$ cat src/rtl/tcc_pkg.sv
// Shared constants and controller/datapath interface types for the
// thresholded centroid core. No dependencies.
package tcc_pkg;

	localparam int PIX_W     = 8;
	localparam int SIZE_W    = 13;
	localparam int SUM_W     = 36;
	localparam int COUNT_W   = 25;
	localparam int CENTER_W  = 16;
	localparam int CFG_IDX_W = 2;
	localparam int M_DATA_W  = ((2 * CENTER_W + COUNT_W + 7) / 8) * 8;

	localparam int MAX_WIDTH_DEF  = 4096;
	localparam int MAX_HEIGHT_DEF = 4096;
	localparam int FRAC_BITS_DEF  = 4;

	localparam logic [PIX_W-1:0] THRESH_RESET  = 8'h80;
	localparam int               WIDTH_RESET   = 640;
	localparam int               HEIGHT_RESET  = 480;

	localparam logic [CFG_IDX_W-1:0] REG_THRESHOLD    = 2'd0;
	localparam logic [CFG_IDX_W-1:0] REG_FRAME_WIDTH  = 2'd1;
	localparam logic [CFG_IDX_W-1:0] REG_FRAME_HEIGHT = 2'd2;

	typedef struct packed {
		logic pix_take;   // pixel transfer this cycle
		logic div_start;  // the transfer closes the frame
	} tcc_cmd_t;

	typedef struct packed {
		logic frame_end;  // position sits on the last pixel of the frame
		logic div_done;   // centers ready in the output register next cycle
	} tcc_status_t;

endpackage

$ cat src/rtl/tcc_divider.sv
// Restoring divider, one quotient bit per cycle.
// Standalone; used by tcc_datapath.
module tcc_divider #(
	parameter int NUM_W = 40,
	parameter int DEN_W = 25
) (
	input  logic             clk,
	input  logic             arst_n,
	input  logic             start,
	input  logic [NUM_W-1:0] num,
	input  logic [DEN_W-1:0] den,
	output logic             done,
	output logic [NUM_W-1:0] quo
);

	localparam int CNT_W = $clog2(NUM_W);
	localparam logic [CNT_W-1:0] LAST = CNT_W'(NUM_W - 1);

	logic             busy_q;
	logic             done_q;
	logic [CNT_W-1:0] cnt_q;
	logic [DEN_W-1:0] rem_q;
	logic [DEN_W-1:0] den_q;
	logic [NUM_W-1:0] num_q;

	logic [DEN_W:0] trial;
	logic [DEN_W:0] diff;
	logic           fits;

	assign trial = {rem_q, num_q[NUM_W-1]};
	assign fits  = trial >= {1'b0, den_q};
	assign diff  = trial - {1'b0, den_q};

	always_ff @(posedge clk or negedge arst_n) begin
		if (!arst_n) begin
			busy_q <= 1'b0;
			done_q <= 1'b0;
			cnt_q  <= '0;
		end else if (start) begin
			busy_q <= 1'b1;
			done_q <= 1'b0;
			cnt_q  <= '0;
		end else if (busy_q) begin
			done_q <= (cnt_q == LAST);
			busy_q <= (cnt_q != LAST);
			cnt_q  <= cnt_q + 1'b1;
		end else begin
			done_q <= 1'b0;
		end
	end

	// quotient bits shift in at the bottom as the dividend shifts out the top
	always_ff @(posedge clk) begin
		if (start) begin
			rem_q <= '0;
			num_q <= num;
			den_q <= den;
		end else if (busy_q) begin
			rem_q <= fits ? diff[DEN_W-1:0] : trial[DEN_W-1:0];
			num_q <= {num_q[NUM_W-2:0], fits};
		end
	end

	assign done = done_q;
	assign quo  = num_q;

endmodule

$ cat src/rtl/tcc_datapath.sv
// Datapath: size/threshold registers, raster position, running sums and count,
// two divider lanes and the result register. Depends on tcc_pkg, tcc_divider.
module tcc_datapath #(
	parameter int MAX_WIDTH  = tcc_pkg::MAX_WIDTH_DEF,
	parameter int MAX_HEIGHT = tcc_pkg::MAX_HEIGHT_DEF,
	parameter int FRAC_BITS  = tcc_pkg::FRAC_BITS_DEF
) (
	input  logic                           clk,
	input  logic                           arst_n,
	input  logic                           cfg_valid,
	input  logic [tcc_pkg::CFG_IDX_W-1:0]  cfg_index,
	input  logic [tcc_pkg::SIZE_W-1:0]     cfg_data,
	input  logic [tcc_pkg::PIX_W-1:0]      pixel,
	input  tcc_pkg::tcc_cmd_t              cmd,
	output tcc_pkg::tcc_status_t           status,
	output logic [tcc_pkg::CENTER_W-1:0]   center_x,
	output logic [tcc_pkg::CENTER_W-1:0]   center_y,
	output logic [tcc_pkg::COUNT_W-1:0]    pixel_count,
	output logic                           empty_frame
);

	import tcc_pkg::*;

	localparam int COL_W = $clog2(MAX_WIDTH);
	localparam int ROW_W = $clog2(MAX_HEIGHT);
	localparam int NUM_W = SUM_W + FRAC_BITS;

	localparam int W_RST = (WIDTH_RESET > MAX_WIDTH) ? MAX_WIDTH : WIDTH_RESET;
	localparam int H_RST = (HEIGHT_RESET > MAX_HEIGHT) ? MAX_HEIGHT : HEIGHT_RESET;
	localparam logic [COL_W-1:0]  COL_LAST_RST = COL_W'(W_RST - 1);
	localparam logic [ROW_W-1:0]  ROW_LAST_RST = ROW_W'(H_RST - 1);
	localparam logic [SIZE_W-1:0] MAX_W_S = SIZE_W'(MAX_WIDTH);
	localparam logic [SIZE_W-1:0] MAX_H_S = SIZE_W'(MAX_HEIGHT);

	logic [PIX_W-1:0]  thresh_q;
	logic [COL_W-1:0]  col_last_q;
	logic [ROW_W-1:0]  row_last_q;
	logic [COL_W-1:0]  col_q;
	logic [ROW_W-1:0]  row_q;
	logic [SUM_W-1:0]  sum_col_q;
	logic [SUM_W-1:0]  sum_row_q;
	logic [COUNT_W-1:0] count_q;
	logic [COUNT_W-1:0] count_snap_q;

	logic               hit;
	logic [SUM_W-1:0]   sum_col_nx;
	logic [SUM_W-1:0]   sum_row_nx;
	logic [COUNT_W-1:0] count_nx;
	logic [SIZE_W-1:0]  data_m1;
	logic [COL_W-1:0]   col_last_wr;
	logic [ROW_W-1:0]   row_last_wr;
	logic               row_end;
	logic               last_row;

	logic [NUM_W-1:0]   num_x;
	logic [NUM_W-1:0]   num_y;
	logic [NUM_W-1:0]   quo_x;
	logic [NUM_W-1:0]   quo_y;
	logic               done_x;
	logic               done_y;

	// zero acts as one, oversize acts as the maximum; stored as last index
	assign data_m1 = cfg_data - 1'b1;
	always_comb begin
		if (cfg_data == '0)
			col_last_wr = '0;
		else if (cfg_data > MAX_W_S)
			col_last_wr = COL_W'(MAX_WIDTH - 1);
		else
			col_last_wr = data_m1[COL_W-1:0];
		if (cfg_data == '0)
			row_last_wr = '0;
		else if (cfg_data > MAX_H_S)
			row_last_wr = ROW_W'(MAX_HEIGHT - 1);
		else
			row_last_wr = data_m1[ROW_W-1:0];
	end

	always_ff @(posedge clk or negedge arst_n) begin
		if (!arst_n) begin
			thresh_q   <= THRESH_RESET;
			col_last_q <= COL_LAST_RST;
			row_last_q <= ROW_LAST_RST;
		end else if (cfg_valid) begin
			unique case (cfg_index)
				REG_THRESHOLD:    thresh_q   <= cfg_data[PIX_W-1:0];
				REG_FRAME_WIDTH:  col_last_q <= col_last_wr;
				REG_FRAME_HEIGHT: row_last_q <= row_last_wr;
				default: ;
			endcase
		end
	end

	assign hit        = pixel > thresh_q;
	assign sum_col_nx = hit ? sum_col_q + SUM_W'(col_q) : sum_col_q;
	assign sum_row_nx = hit ? sum_row_q + SUM_W'(row_q) : sum_row_q;
	assign count_nx   = hit ? count_q + 1'b1 : count_q;

	// >= so a size shrunk mid-frame still closes the row or frame
	assign row_end  = col_q >= col_last_q;
	assign last_row = row_q >= row_last_q;

	always_ff @(posedge clk or negedge arst_n) begin
		if (!arst_n) begin
			col_q     <= '0;
			row_q     <= '0;
			sum_col_q <= '0;
			sum_row_q <= '0;
			count_q   <= '0;
		end else if (cmd.pix_take) begin
			if (row_end && last_row) begin
				col_q     <= '0;
				row_q     <= '0;
				sum_col_q <= '0;
				sum_row_q <= '0;
				count_q   <= '0;
			end else begin
				sum_col_q <= sum_col_nx;
				sum_row_q <= sum_row_nx;
				count_q   <= count_nx;
				if (row_end) begin
					col_q <= '0;
					row_q <= row_q + 1'b1;
				end else begin
					col_q <= col_q + 1'b1;
				end
			end
		end
	end

	assign num_x = NUM_W'(sum_col_nx) << FRAC_BITS;
	assign num_y = NUM_W'(sum_row_nx) << FRAC_BITS;

	tcc_divider #(
		.NUM_W (NUM_W),
		.DEN_W (COUNT_W)
	) u_div_x (
		.clk    (clk),
		.arst_n (arst_n),
		.start  (cmd.div_start),
		.num    (num_x),
		.den    (count_nx),
		.done   (done_x),
		.quo    (quo_x)
	);

	tcc_divider #(
		.NUM_W (NUM_W),
		.DEN_W (COUNT_W)
	) u_div_y (
		.clk    (clk),
		.arst_n (arst_n),
		.start  (cmd.div_start),
		.num    (num_y),
		.den    (count_nx),
		.done   (done_y),
		.quo    (quo_y)
	);

	always_ff @(posedge clk) begin
		if (cmd.div_start)
			count_snap_q <= count_nx;
	end

	// result register; lanes run in lockstep, both done together
	always_ff @(posedge clk) begin
		if (done_x && done_y) begin
			pixel_count <= count_snap_q;
			empty_frame <= (count_snap_q == '0);
			if (count_snap_q == '0) begin
				center_x <= '0;
				center_y <= '0;
			end else begin
				center_x <= (|quo_x[NUM_W-1:CENTER_W]) ? '1 : quo_x[CENTER_W-1:0];
				center_y <= (|quo_y[NUM_W-1:CENTER_W]) ? '1 : quo_y[CENTER_W-1:0];
			end
		end
	end

	assign status.frame_end = row_end && last_row;
	assign status.div_done  = done_x;

endmodule

$ cat src/rtl/tcc_ctrl.sv
// Controller: stream handshakes, frame-end divide launch and result hold.
// Depends on tcc_pkg.
module tcc_ctrl (
	input  logic                  clk,
	input  logic                  arst_n,
	input  logic                  s_tvalid,
	output logic                  s_tready,
	output logic                  m_tvalid,
	input  logic                  m_tready,
	input  tcc_pkg::tcc_status_t  status,
	output tcc_pkg::tcc_cmd_t     cmd
);

	import tcc_pkg::*;

	typedef enum logic [1:0] {
		ST_RUN,
		ST_DIV,
		ST_OUT
	} state_t;

	state_t state_q;
	logic   m_tvalid_q;
	logic   take;

	// mid-frame pixels flow in any state; the closing pixel waits for ST_RUN: no divide running, no result held
	assign s_tready      = (state_q == ST_RUN) || !status.frame_end;
	assign take          = s_tvalid && s_tready;
	assign cmd.pix_take  = take;
	assign cmd.div_start = take && status.frame_end;

	always_ff @(posedge clk or negedge arst_n) begin
		if (!arst_n) begin
			state_q    <= ST_RUN;
			m_tvalid_q <= 1'b0;
		end else begin
			unique case (state_q)
				ST_RUN: begin
					if (cmd.div_start)
						state_q <= ST_DIV;
				end
				ST_DIV: begin
					if (status.div_done) begin
						state_q    <= ST_OUT;
						m_tvalid_q <= 1'b1;
					end
				end
				ST_OUT: begin
					if (m_tready) begin
						state_q    <= ST_RUN;
						m_tvalid_q <= 1'b0;
					end
				end
				default: begin
					state_q    <= ST_RUN;
					m_tvalid_q <= 1'b0;
				end
			endcase
		end
	end

	assign m_tvalid = m_tvalid_q;

endmodule

$ cat src/rtl/thresholded_centroid_core.sv
// Thresholded image centroid: top level joining controller and datapath.
// Depends on tcc_pkg, tcc_ctrl, tcc_datapath, tcc_divider.
//
//  channel | dir | handshake           | payload
//  --------+-----+---------------------+----------------------------------------
//  s_      | in  | s_tvalid / s_tready | s_tdata: pixel
//  m_      | out | m_tvalid / m_tready | m_tdata: center_x, center_y, pixel_count
//          |     |                     | m_tuser: empty_frame
//  cfg_    | in  | cfg_valid/cfg_ready | cfg_index, cfg_data (always ready)
//
// One pixel per cycle while s_tready is high. The last pixel of a frame launches two
// restoring dividers; the result shows in the cycle after they finish.
// Pixels of the next frame keep flowing meanwhile; only its closing pixel stalls
// while the dividers run or a result still waits on m_tready.
// Reset clears position, sums and count and loads threshold 128, 640 x 480.
module thresholded_centroid_core #(
	parameter int MAX_WIDTH  = tcc_pkg::MAX_WIDTH_DEF,
	parameter int MAX_HEIGHT = tcc_pkg::MAX_HEIGHT_DEF,
	parameter int FRAC_BITS  = tcc_pkg::FRAC_BITS_DEF
) (
	input  logic                           clk,
	input  logic                           arst_n,
	input  logic                           s_tvalid,
	output logic                           s_tready,
	input  logic [tcc_pkg::PIX_W-1:0]      s_tdata,   // [7:0] pixel
	output logic                           m_tvalid,
	input  logic                           m_tready,
	output logic [tcc_pkg::M_DATA_W-1:0]   m_tdata,   // [15:0] center_x, [31:16] center_y,
	                                                  // [56:32] pixel_count, rest zero
	output logic                           m_tuser,   // [0] empty_frame
	input  logic                           cfg_valid,
	output logic                           cfg_ready,
	input  logic [tcc_pkg::CFG_IDX_W-1:0]  cfg_index,
	input  logic [tcc_pkg::SIZE_W-1:0]     cfg_data
);

	import tcc_pkg::*;

	localparam int PAD_W = M_DATA_W - 2 * CENTER_W - COUNT_W;

	tcc_cmd_t            cmd;
	tcc_status_t         status;
	logic [CENTER_W-1:0] center_x;
	logic [CENTER_W-1:0] center_y;
	logic [COUNT_W-1:0]  pixel_count;
	logic                empty_frame;

	tcc_ctrl u_ctrl (
		.clk      (clk),
		.arst_n   (arst_n),
		.s_tvalid (s_tvalid),
		.s_tready (s_tready),
		.m_tvalid (m_tvalid),
		.m_tready (m_tready),
		.status   (status),
		.cmd      (cmd)
	);

	tcc_datapath #(
		.MAX_WIDTH  (MAX_WIDTH),
		.MAX_HEIGHT (MAX_HEIGHT),
		.FRAC_BITS  (FRAC_BITS)
	) u_datapath (
		.clk         (clk),
		.arst_n      (arst_n),
		.cfg_valid   (cfg_valid),
		.cfg_index   (cfg_index),
		.cfg_data    (cfg_data),
		.pixel       (s_tdata),
		.cmd         (cmd),
		.status      (status),
		.center_x    (center_x),
		.center_y    (center_y),
		.pixel_count (pixel_count),
		.empty_frame (empty_frame)
	);

	assign cfg_ready = 1'b1;
	assign m_tdata   = {PAD_W'(0), pixel_count, center_y, center_x};
	assign m_tuser   = empty_frame;

endmodule

$ cat config.mk
export PLATFORM = sky130hd
export DESIGN_NAME = thresholded_centroid_core
export DESIGN_NICKNAME = d
export VERILOG_FILES = /design/src/rtl/tcc_pkg.sv /design/src/rtl/tcc_divider.sv /design/src/rtl/tcc_datapath.sv /design/src/rtl/tcc_ctrl.sv /design/src/rtl/thresholded_centroid_core.sv
export SDC_FILE = /design/constraint.sdc
export NUM_CORES = 1
export LEC_CHECK = 0
export BUFFER_PORTS_ARGS = -buffer_cell sky130_fd_sc_hd__buf_4
export CELL_PAD_IN_SITES_DETAIL_PLACEMENT = 1
export CELL_PAD_IN_SITES_GLOBAL_PLACEMENT = 1
export CORE_MARGIN = 1.5
export CORE_UTILIZATION = 49
export DETAILED_ROUTE_END_ITERATION = 6
export PLACE_DENSITY = 0.82
export SETUP_SLACK_MARGIN = 0.5
export SYNTH_ARGS = -nofsm -noshare
export SYNTH_HDL_FRONTEND = slang
export SYNTH_SLANG_ARGS = --single-unit
$ cat constraint.sdc
create_clock -name clk -period 4.6 [get_ports clk]
set_clock_uncertainty 0.15 [all_clocks]
set_input_delay 0.69 -clock clk [delete_from_list [all_inputs] [get_ports clk]]
set_output_delay 0.69 -clock clk [all_outputs]
set_load 0.05 [all_outputs]
======== After elaboration in Yosys (flattened, before gate mapping) ========
Cells that the tools add are included.
storage, ports and cells
  latch bits .............................. 0
  ROM bits ................................ 0
  register bits after elaboration ......... 385
  memories ................................ 0
  memory bits (writable) .................. 0
operators by class
  order comparisons ....................... 6
  equal/unequal tests ..................... 11
  muxes and demuxes ....................... 39
  bitwise gates (word level) .............. 1
  multipliers ............................. 0
  reductions and logical operators ........ 21
  divide/modulo/power cells ............... 0
  $add $sub $neg .......................... 10
  shift-type cells ........................ 0
operator list
  operator                                            count
  2-to-1 mux 40 bit                                   4
  2-to-1 mux 36 bit                                   4
  2-to-1 mux 25 bit                                   4
  adder 36 x 12 -> 36 bit                             2
  2-to-1 mux 12 bit                                   6
  greater-or-equal comparator 26 x 25 -> 1 bit        2
  subtractor 25 bit                                   2
  OR reduction 24 bit                                 2
  2-to-1 mux 16 bit                                   2
  adder 25 x 1 -> 25 bit, second input constant       1
  zero test 25 bit                                    1
  adder 12 x 1 -> 12 bit, second input constant       2
  greater-or-equal comparator 12 bit                  2
  2-to-1 mux 6 bit                                    4
  > comparator 13 bit, second input constant          1
  zero test 13 bit                                    1
  adder 6 x 1 -> 6 bit, second input constant         2
  == test 6 bit, second input constant                2
  inequality test 6 bit, second input constant        2
  subtractor 12 x 1 -> 12 bit, second input constant  1
  2-to-1 mux 1 bit                                    10
  > comparator 8 bit                                  1
  AND reduction 2 bit                                 4
  2-to-1 mux 2 bit                                    3
  13 further kinds                                    23

======== Longest topological paths before layout ========
  depth after elaboration ................. 8
  mapped depth ............................ 14
  depth with buffers taken out ............ 12

======== Hierarchy ========
From an unflattened synthesis, not the netlist that was laid out.
unflattened totals
  cell total of the unflattened synthesis .. 2,411
  area, all modules ....................... 24,388.4 µm²
modules (own cells, without submodules)
  module                     area each (µm²)  instances  cells an instance
  tcc_datapath               13,685.6         1          1,437
  tcc_divider                5,240.0          2          474
  tcc_ctrl                   155.1            1          16
  thresholded_centroid_core  67.6             1          10

======== Worst setup path after synthesis ========
No wires, ideal clock.
  kind .................................... flip-flop to flip-flop
  from .................................... register u_datapath.row_last_q[2]
  to ...................................... register u_datapath.u_div_y.num_q[10] (netlist: u_datapath.u_div_y.quo[10]) (enable)
  path buffers ............................ 2
  stages on the path, launching flop included .. 12
  slack ................................... 910 ps
  required time ........................... 4,051 ps
  arrival ................................. 3,141 ps
  path through ............................ dfstp_2 -> inv_1 -> ha_1 -> nand2_1 -> o21ai_0 -> a221oi_1 -> o31a_1 -> nor2_1 -> nand3_1 -> buf_2 -> buf_2 -> nand2b_1
on the way
  cells in the longest elaborated chain, start to end .. 7
RTL lines
  item                                     line                 RTL
  start, declared                          tcc_datapath.sv:37   logic [ROW_W-1:0] row_last_q;
  start signal, assigned                   tcc_datapath.sv:88   REG_FRAME_HEIGHT: row_last_q <= row_last_wr;
  greater-or-equal comparator 12 bit (*)   tcc_datapath.sv:101  assign last_row = row_q >= row_last_q;
  logical AND 1 bit (*)                    tcc_datapath.sv:180  assign status.frame_end = row_end && last_row;
  zero test 1 bit                          tcc_ctrl.sv:27       assign s_tready = (state_q == ST_RUN) || !status.frame_end;
  logical OR 1 bit                         tcc_ctrl.sv:27
  logical AND 1 bit                        tcc_ctrl.sv:28       assign take = s_tvalid && s_tready;
  logical AND 1 bit (*)                    tcc_ctrl.sv:30       assign cmd.div_start = take && status.frame_end;
  nonzero test 2 bit (no source line) (*)  -
  end signal, assigned                     tcc_divider.sv:56    num_q <= num;
  end signal, assigned                     tcc_divider.sv:60    num_q <= {num_q[NUM_W-2:0], fits};
  end, declared                            tcc_divider.sv:24    logic [NUM_W-1:0] num_q;
Every way passes the cells marked *; elsewhere a longest branch is shown, timed or not.
A chain may end at the register's enable or synchronous reset.

======== Worst setup path after layout ========
  from .................................... register u_datapath.col_last_q[9]
  to ...................................... output port s_tready
on the way
  cells in the longest elaborated chain, start to end .. 4
RTL lines
  item                                line                             RTL
  start, declared                     tcc_datapath.sv:36               logic [COL_W-1:0] col_last_q;
  start signal, assigned              tcc_datapath.sv:87               REG_FRAME_WIDTH: col_last_q <= col_last_wr;
  greater-or-equal comparator 12 bit  tcc_datapath.sv:100              assign row_end = col_q >= col_last_q;
  logical AND 1 bit                   tcc_datapath.sv:180
  zero test 1 bit                     tcc_ctrl.sv:27
  logical OR 1 bit                    tcc_ctrl.sv:27
  end, declared                       thresholded_centroid_core.sv:24  output logic s_tready,
No other way between the ends.

==> flow_summary.yaml <==
status:
  status: "finished clean"
place:
  pre_cts_ws_ns: 0.607
  numPortBuffers: 87
  dpl.hpwl_um: 45100
  place.gp.congestion: 0.894
  dp.cells: 2939
global_routing:
  grt_antenna_before_repair: 2
  grt_overflow: 0
  first_global_vias: 19000
  grt_pass1_wl_um: 104000
  grt_max_degree: 101
  grtUsageTotal_pct: 27.9
synthesis:
  avgSynthCellArea_um2: 9.32
  synth_edf_count: 155
  ys.flop_type: "edfxtp_1"
  yosysWarnings: 0
  async_flop_share_pct: 44.7
  synth-seq-area-share_pct: 46.2
  synthCells: 2354
  mappedNetlistArea_mm2: 0.0219
  synth_cell_type_count: 78
  ys_ff_latch: 385
clock_network:
  clkTransAtPathRegs_ns: 0.06
  clockBufferDepth: 3
  cts_hold_buf: 0
  clkLatencyLatePin_ns: 0.60
  cts_sinks: 385
  ctsRootBufferMaster: "clkbuf_16"
  tritoncts: "yes"
  cts_made_buffers: 45
  htreeDepth: 2
worst_setup_path:
  rr_endpoint: "u_datapath.u_div_x.rem_q[23]"
  critPathSlowestCell: "dfstp_2"
  path_cells: "inv_1, ha_1, a21o_1, a21o_1, a211oi_1, o31a_2, nor2_4, nand2_1, buf_4"
  cp.required_ns: 3.76
  path_delay_family: "compound AO/OA/AOI/OAI gates"
  cp-end-kind: "output port"
  criticalPathCategory: "flop to output port"
  arrival_ns: 3.06
  r2r-start: "u_datapath.u_div_x.den_q[1]"
  critPathMostFrequentCell: "a21o_1"
  path_buf_inv: 2
  critPathMaxStageDelay_ns: 0.52
  startpoint: "u_datapath.col_last_q[9]"
  startpoint_type: "flop"
  reg2reg_slack_ns: 0.76
  rr_worst_depth: 12
  crit_fanout: 7
timing:
  max_freq_ghz: 0.257
  fin_tns_setup_ns: 0
  setup_viol_count_final: 0
  hold_viol: 0
  max_slew_margin_pct: 31.5
  drv_slew: 0
  finalCriticalPeriod_ns: 3.90
  period_share_pct: 84.7
  tightest_slew_ns: 1.03
  setup_ws_ns: 0.704
  grt_setup_unrepaired: "no"
die:
  fp.dieH_um: 215
  std_cell_rows: 77
  die_x_um: 215
  die-area_mm2: 0.0461
  ios: 96
  core_mm2: 0.0442
  start_util_pct: 49.6
drt:
  finalWirelength_um: 64300
  postRouteAntennaNets: 0
  drt_iter0_drc: 1056
  via_count: 18200
  dr.pass1.iters: 5
  drc_errors: 0
  wire_per_inst_um: 21.3
  via_per_inst: 6.03
pwr:
  pwr_density_cell_mw_per_mm2: 586
  p_leak_nw: 10.4
  peakVddDrop_mv: 0.291
final_layout:
  multiInputGateArea_mm2: 0.0109
  num_antenna_cells: 0
  fin_util_pct: 56.0
  final_common_cell: "o21ai_0"
  final_cells: 3023
  fillers: 5036
  seq_area_mm2: 0.0101
  layout.nets: 2539
  final_cell_mix: "o21ai_0, nor2_1, nand2_1, edfxtp_1, dfrtp_1"
  drive_above_1_share_pct: 9.83
  syn2layout_area_growth_pct: 12.8
min_path:
  hp-class: "input port to async pin"
run:
  maxCapViolCount: 0
[cells in the mapped netlist (5+ instances only)]
| cell type | n | area [µm²] |
|---|---|---|
| nor3b_1 | 5 | 37.5 |
| mux2i_1 | 34 | 340 |
| a21oi_1 | 133 | 666 |
| nand3b_1 | 6 | 45.0 |
| a22o_1 | 28 | 245 |
| o31a_1 | 8 | 70.1 |
| dfrtp_1 | 155 | 3880 |
| or2_2 | 5 | 31.3 |
| inv_1 | 116 | 435 |
| and4_1 | 5 | 43.8 |
| buf_1 | 16 | 60.1 |
| nor4_1 | 28 | 175 |
| o21ai_0 | 241 | 1210 |
| clkbuf_1 | 80 | 300 |
| dfstp_2 | 17 | 447 |
| and3_1 | 31 | 194 |
| dfxtp_1 | 58 | 1160 |
| and2_1 | 14 | 87.6 |
| o31ai_1 | 30 | 225 |
| nand3_1 | 121 | 606 |
| o22ai_1 | 11 | 68.8 |
| buf_4 | 12 | 90.1 |
| o21bai_1 | 6 | 45.0 |
| o211ai_1 | 6 | 45.0 |
| nand4_1 | 35 | 219 |
| nand2b_1 | 17 | 106 |
| buf_2 | 22 | 110 |
| or3_1 | 19 | 119 |
| edfxtp_1 | 155 | 4650 |
| nor2b_1 | 21 | 131 |
| nor2_1 | 215 | 807 |
| ha_1 | 113 | 1410 |
| a31oi_1 | 40 | 250 |
| nor3_1 | 37 | 185 |
| a211oi_1 | 32 | 240 |
| o21a_1 | 17 | 128 |
| a41oi_1 | 7 | 61.3 |
| nand2_1 | 211 | 792 |
| a21o_1 | 24 | 180 |
| xnor2_1 | 97 | 850 |
| xor2_1 | 59 | 517 |
[where the power goes]
part	switching, mW	internal (mW)	leakage (nW)
Combinational	3.16	2.18	5.31
Sequential	0.751	4.60	4.36
Clock	1.53	2.29	0.767
Total	5.44	9.06	10.4
[through the flow]
step	hold WS [ns]	total power [mW]	cell area (µm²)
after global routing	0.135	15.4	24800
after global placement	0.316	10.3	23200
after floorplan	0.244	9.14	22000
after detailed placement	0.311	10.6	23200
after CTS	0.112	14.5	24800
final	0.0672	14.5	24800
[registers in the layout, indices dropped and copies added (netlist names), 2 cells and up]
signal / flops
u_datapath.u_div_x.quo: 40
u_datapath.u_div_y.quo: 40
u_datapath.sum_col_q: 36
u_datapath.sum_row_q: 36
u_datapath.count_q: 25
u_datapath.pixel_count: 25
u_datapath.u_div_x.den_q: 25
u_datapath.u_div_x.rem_q: 25
u_datapath.u_div_y.rem_q: 25
u_datapath.center_x: 16
u_datapath.center_y: 16
u_datapath.col_last_q: 12
u_datapath.col_q: 12
u_datapath.row_last_q: 12
u_datapath.row_q: 12
u_datapath.thresh_q: 8
u_datapath.u_div_x.cnt_q: 6
u_datapath.u_div_y.cnt_q: 6
u_ctrl.state_q: 2
[layer usage]
layer	track usage (%)	share of wire [%]	up-vias
met5	0	0.050	-
li1	-	-	8541
met3	3.45	4.8	119
met2	47.5	49	436
met1	37.2	44	9135
met4	8.64	2.5	4
[repair_timing]
action,in CTS,in global routing
endpoints found under the hold margin,0,0
resized for setup,2,2
setup buffers,0,0
setup endpoints to repair,1,2
[worst max path at each step]
stage,endpoint,cells after the start
5_1_grt,u_datapath.u_div_x.rem_q[23],12
3_5_place_dp,u_datapath.u_div_x.den_q[19],10
4_1_cts,s_tready,9
3_3_place_gp,u_datapath.u_div_x.den_q[19],10
6_report,s_tready,9
2_1_floorplan,u_datapath.u_div_y.quo[10],11
[cell families after synthesis]
kind of cell	Yosys count	synth area share (%)
AO/OA/AOI/OAI	628	17.7
XOR/XNOR	156	6.23
adder cells (fa/ha/maj)	117	6.81
buffers and inverters	247	4.56
flip-flops	385	46.2
multiplexers	36	1.65
other	2	0.0342
AND/OR/NAND/NOR	783	16.8
[final cells by class]
type | instances | area share (%)
Timing Repair Buffer | 118 | 3.81
Clock inverter | 21 | 1.22
Clock buffer | 63 | 5.15
Multi-Input combinational cell | 1728 | 44.1
Tap cell | 592 | 2.99
Sequential cell | 385 | 41.0
Inverter | 116 | 1.76
(Power assumes the default switching activity.)
